--- config.mk ---
export PLATFORM = sky130hd
export DESIGN_NAME = cus_ctrl
export DESIGN_NICKNAME = d
export VERILOG_FILES = /design/src/design/cus_pkg.sv /design/src/design/cus_ctrl.sv
export SDC_FILE = /design/constraint.sdc
export NUM_CORES = 1
export LEC_CHECK = 0
export BUFFER_PORTS_ARGS = -buffer_cell sky130_fd_sc_hd__buf_2
export CORE_AREA = 5 5 42 44
export CTS_CLUSTER_SIZE = 28
export DETAILED_ROUTE_END_ITERATION = 8
export DIE_AREA = 0 0 47 49
export PLACE_DENSITY = 0.34
export SETUP_SLACK_MARGIN = 0.1
export SYNTH_ARGS = -nofsm -noshare
export SYNTH_HDL_FRONTEND = slang
export SYNTH_SLANG_ARGS = --single-unit
--- constraint.sdc ---
create_clock -name clk -period 1 [get_ports clk]
set_clock_uncertainty 0.2 [all_clocks]
set_input_delay 0.15 -clock clk [delete_from_list [all_inputs] [get_ports clk]]
set_output_delay 0.15 -clock clk [all_outputs]
set_load 0.02 [all_outputs]
--- src/design/cus_pkg.sv ---
// ----------------------------------------------------------------------------
// cus_pkg
// shared constants and controller/datapath interface types for the
// conservative update sketch
// ----------------------------------------------------------------------------
package cus_pkg;

  // default geometry
  localparam int              CUS_ROWS        = 4;
  localparam int              CUS_COLUMNS     = 1024;
  localparam longint unsigned CUS_COUNTER_MAX = 64'd65535;

  // fixed field widths
  localparam int INDEX_W      = 10;
  localparam int INDEX_FIELDS = 4;
  localparam int EST_W        = 16;

  // opcodes
  localparam logic OP_INSERT = 1'b0;
  localparam logic OP_QUERY  = 1'b1;

  // controller to datapath
  typedef struct packed {
    logic clear;   // write zero at the clear pointer in every bank
    logic load;    // capture opcode and column addresses
    logic read;    // issue the bank reads
    logic min;     // register the minimum of the read counters
    logic update;  // write back increments, emit query result
  } cmd_t;

  // datapath to controller
  typedef struct packed {
    logic clear_last;  // clear pointer is at the last column
  } sts_t;

endpackage

--- src/design/cus_ctrl.sv ---
// ----------------------------------------------------------------------------
// cus_ctrl
// sequencer: clearing pass after reset, then read / min / update per item
// ----------------------------------------------------------------------------
module cus_ctrl (
  input  logic          clk,
  input  logic          rst,
  input  logic          start,
  output logic          busy,
  output cus_pkg::cmd_t cmd,
  input  cus_pkg::sts_t sts
);
  import cus_pkg::*;

  localparam logic [2:0] ST_CLEAR  = 3'd0;
  localparam logic [2:0] ST_IDLE   = 3'd1;
  localparam logic [2:0] ST_READ   = 3'd2;
  localparam logic [2:0] ST_MIN    = 3'd3;
  localparam logic [2:0] ST_UPDATE = 3'd4;

  logic [2:0] state;
  logic [2:0] state_next;

  always_ff @(posedge clk) begin
    if (rst) begin
      state <= ST_CLEAR;
    end else begin
      state <= state_next;
    end
  end

  always_comb begin
    state_next = state;
    cmd        = '0;
    unique case (state)
      ST_CLEAR: begin
        cmd.clear = 1'b1;
        if (sts.clear_last) begin
          state_next = ST_IDLE;
        end
      end
      ST_IDLE: begin
        if (start) begin
          cmd.load   = 1'b1;
          state_next = ST_READ;
        end
      end
      ST_READ: begin
        cmd.read   = 1'b1;
        state_next = ST_MIN;
      end
      ST_MIN: begin
        cmd.min    = 1'b1;
        state_next = ST_UPDATE;
      end
      ST_UPDATE: begin
        cmd.update = 1'b1;
        state_next = ST_IDLE;
      end
      default: begin
        state_next = ST_CLEAR;
      end
    endcase
  end

  assign busy = (state != ST_IDLE);

endmodule

======== Yosys cells after proc, flatten, opt, wreduce, memory -nomap -nowiden ========
Index checks and enable logic that the tools add are counted.
word-level totals
  logic and storage cells ................. 19
  input port bits ......................... 4
  output and inout port bits .............. 6
  register bits ........................... 3
cells by class
  reductions and logical operators ........ 2
  eq/ne operators ......................... 7
  multiplexer cells ....................... 9
operators by type and width
  kind                count
  $pmux 3 s5          1
  $eq 3x2->1 const B  2
  $mux 1              6
  $mux 3              2
  $ne 2x2->1 const B  2
  $eq 3x1->1 const B  1
  $eq 3x3->1 const B  1
  $logic_not 3->1     1
  $ne 3x1->1 const B  1
  $reduce_and 2->1    1

======== Longest topological paths before layout ========
  depth after elaboration ................. 3
  mapped depth ............................ 3
  gate-level depth less buffers ........... 3

======== Worst setup path after synthesis ========
Ideal clock, no wire load.
  path kind ............................... reg2out
  start point ............................. register state[1]
  end point ............................... output port cmd[2] (netlist bit)
  required time ........................... 650 ps
  path buffers ............................ 0
  stages on the path, launching flop included .. 3
  arrival time ............................ 920 ps
  setup slack ............................. -270 ps
  path through ............................ dfxtp_1 -> nor2b_2 -> nor2b_1
RTL lines
  item                    line            RTL
  start, declared         cus_ctrl.sv:21  logic [2:0] state;
  start signal, assigned  cus_ctrl.sv:28  state <= state_next;
  end, declared           cus_ctrl.sv:10  output cus_pkg::cmd_t cmd,

==> results.toml <==
[placed_design]
finalWeightedCongestion = 0.635
place_inst = 46
io_buffers = 9
detailedPlace.worstSlack_ps = -164
post_dp_cell_area_um2 = 272

[setup_path]
path_class = "flop to output pin"
rrSetupSlack_ps = -160
sequence_of_cells_on_the_critical_path = "nor2_2 -> and3_2 -> buf_4"
r2r_start = "state[1]$_SDFFE_PP0P_"
cp.buffers_inverters = 1
startpoint = "state[1]$_SDFFE_PP0P_"
slowest_stage_delay_cp_ps = 360
required_time_at_the_worst_slack_endpoint_ps = 650
rr_endpoint = "state[0]$_SDFFE_PP0P_"
worst_setup_path_end_kind = "output pin"
worstSetupStartpointType = "flop"
reg2reg_depth = 4
worst-endpoint-arrival_ps = 1020
cp_slowest_cell = "sky130_fd_sc_hd__dfxtp_4"
worst-path-max-fanout = 7
critical-path-top-delay-family = "flip-flops"

[route]
dr.first_iter.drc_count = 0
detailedRoute.firstPassIterationCount = 1
remaining_drc_errors = 0
via_per_inst = 3.65
drt_wl_total_um = 474
routed_wl_per_cell_um = 9.29
routed-via-count = 186
ant_nets = 0

[status]
status = "complete, but fails checks"
violated_checks = "negative hold slack, negative setup slack"

[timing]
finalHoldViolations = 3
setup-tns-final_ps = -2190
finalSetupViolCount = 9
slew_of_the_pin_with_the_lowest_slew_margin_ps = 129
final_min_period_over_clock_period_pct = 137
timing.max_slew.rel_slack_pct = 91.3
hold-worst-slack_ps = -103
final_setup_margin_ps = -367
grt_setup_unrepaired = "true"
timing.final.crit_period_ps = 1370
final_max_slew_viol_count = 0
clock.fmax_mhz = 731

[final_layout]
number_of_flip_flops_in_the_largest_register = 3
post_route_cells_drive_above_1_share_pct = 74.3
stdcell_count = 51
syn_to_final_growth_pct = 102
regMostFlops = "state"
final_layout_net_count = 40
postLayoutCellArea_um2 = 335
fillers = 163
largestRegisters = "state: 3 flops"
area_occupied_by_multi_input_gates_um2 = 134
layout.area.seq_um2 = 71.3
diodes = 0

[min_path]
hold_path.class = "input port to flop"
holdPathEnd = "state[2]$_SDFFE_PP0P_"
worst_hold_startpoint = "rst"
hold_path_depth = 2

[clock_network]
clock_tree_from_tritoncts = "yes"
clock_path_buffers = 2
cts.root.buffer_cell = "sky130_fd_sc_hd__clkbuf_4"
worst_skew_pair.late_latency_ps = 230
clock_sink_count = 3
cts.clk_slew.worst_paths_ps = 40
cts_inserted_buffers = 3
cts_htree_levels = 1

[synthesis]
post_synthesis_sequential_element_count = 3
ys.warnings.count = 0
ys_seq_area_share_pct = 36.1
syn-cell-area_um2 = 166
syn_inst = 20
synth.lib_cells_used.distinct = 14
post_synth.cell_area_avg_um2 = 8.32
postSynthNetCount = 24

[power]
vdd.ir_drop.worst_v = 0.000573
leakage_nw = 0.145
power_per_cell_area_nw_per_um2 = 1410

[die]
initial_cell_density_of_the_core_pct = 11.9
top_level_i_o_count = 10
rows = 14
floorplan.core_area_um2 = 1400
die_width_um = 47
die-area_um2 = 2300
die_height_um = 49

[global_routing]
grt_pass1_vias = 206
grtUsageTotal_pct = 4.85
antenna_violations_before_repair = 0
grt_start_max_net_pins = 9
grt_first_pass_wirelength_um = 752
globalRouteOverflowTotal = 0

[job]
max_cap_violations = 0
-- Yosys cell counts --
library cell / instances / share of area [%]
sky130_fd_sc_hd__and2b_1: 1 / 4.5
sky130_fd_sc_hd__and3b_1: 1 / 5.3
sky130_fd_sc_hd__and3_1: 1 / 3.8
sky130_fd_sc_hd__nor2b_2: 1 / 5.3
sky130_fd_sc_hd__nand2_1: 1 / 2.3
sky130_fd_sc_hd__nor3b_2: 1 / 7.5
sky130_fd_sc_hd__and2_1: 1 / 3.8
sky130_fd_sc_hd__o21bai_1: 1 / 4.5
sky130_fd_sc_hd__a21oi_1: 2 / 6.0
sky130_fd_sc_hd__nor2b_1: 2 / 7.5
sky130_fd_sc_hd__dfxtp_1: 3 / 36
sky130_fd_sc_hd__nor3_1: 2 / 6.0
sky130_fd_sc_hd__nor2_1: 2 / 4.5
sky130_fd_sc_hd__o21ai_0: 1 / 3.0
-- how the worst max path moves through the flow --
stage                             to  depth (start not counted)
3_3_place_gp                  cmd[2]                          3
3_5_place_dp                  cmd[3]                          3
5_1_grt                       cmd[2]                          3
2_1_floorplan  state[2]$_SDFFE_PP0P_                          2
4_1_cts                       cmd[3]                          3
6_report                      cmd[3]                          3
-- cell type report --
| type | instances | area share [%] |
|---|---|---|
| multi-input combinational | 17 | 39.9 |
| timing repair buffer | 11 | 25.0 |
| sequential | 3 | 21.3 |
| clock buffer | 4 | 7.84 |
| tap | 16 | 5.97 |
-- worst register-to-register path, delay by kind of cell, from the launching register on --
family          cells  cell delay (ps)
flops               1              360
compound gates      2              230
buf+inv             1              130
simple gates        1              130
-- where the power goes --
group          internal (mW)  total [mW]  switching [mW]
clock                  0.149       0.210          0.0609
combinational         0.0617       0.117          0.0558
sequential             0.127       0.146          0.0189
total                  0.338       0.474           0.136
-- logic make-up (layout without fill, tap and decap cells) --
logic type | count (synthesis) | after routing | synth area share, %
and+or+nand+nor | 13 | 13 | 50.4
buffers and inverters | 0 | 15 | 0
AOI/OAI and AO/OA | 4 | 4 | 13.5
DFF | 3 | 3 | 36.1
-- layout by cell type, fill, tap and decap left out --
cell type and instances:
sky130_fd_sc_hd__a21oi_1 1, sky130_fd_sc_hd__a21oi_2 1, sky130_fd_sc_hd__and2_2 1, sky130_fd_sc_hd__and2b_1 1, sky130_fd_sc_hd__and3_2 1, sky130_fd_sc_hd__and3b_2 1
sky130_fd_sc_hd__buf_2 4, sky130_fd_sc_hd__buf_4 4, sky130_fd_sc_hd__buf_6 3, sky130_fd_sc_hd__clkbuf_1 1, sky130_fd_sc_hd__clkbuf_4 3, sky130_fd_sc_hd__dfxtp_4 3
sky130_fd_sc_hd__nand2_1 1, sky130_fd_sc_hd__nor2_1 1, sky130_fd_sc_hd__nor2_2 1, sky130_fd_sc_hd__nor2b_1 1, sky130_fd_sc_hd__nor2b_4 2, sky130_fd_sc_hd__nor3_1 1
sky130_fd_sc_hd__nor3_2 1, sky130_fd_sc_hd__nor3b_2 1, sky130_fd_sc_hd__o21ai_0 1, sky130_fd_sc_hd__o21bai_1 1
-- metal layers --
metal	GRT usage, %	routed length (µm)	up-vias
met5	0	0	-
met4	6.91	0	0
met3	1.11	40	0
met2	4.52	208	8
met1	6.78	224	79
li1	-	-	99
-- through the flow --
stage	util (%)	total power, mW
floorplan	-	0.211
global placement	19.4	0.245
detailed placement	19.4	0.246
CTS	23.9	0.489
global route	23.9	0.502
finish	23.9	0.474
-- what timing repair did --
item | 4_1_cts | 5_1_grt
endpoints found under the setup margin | 9 | 9
pin swaps | 2 | 3
buffers inserted | 1 | 0
hold endpoints to repair | 3 | 3
gates resized for setup | 10 | 0
No activity file was read; power rests on OpenSTA's default activity.
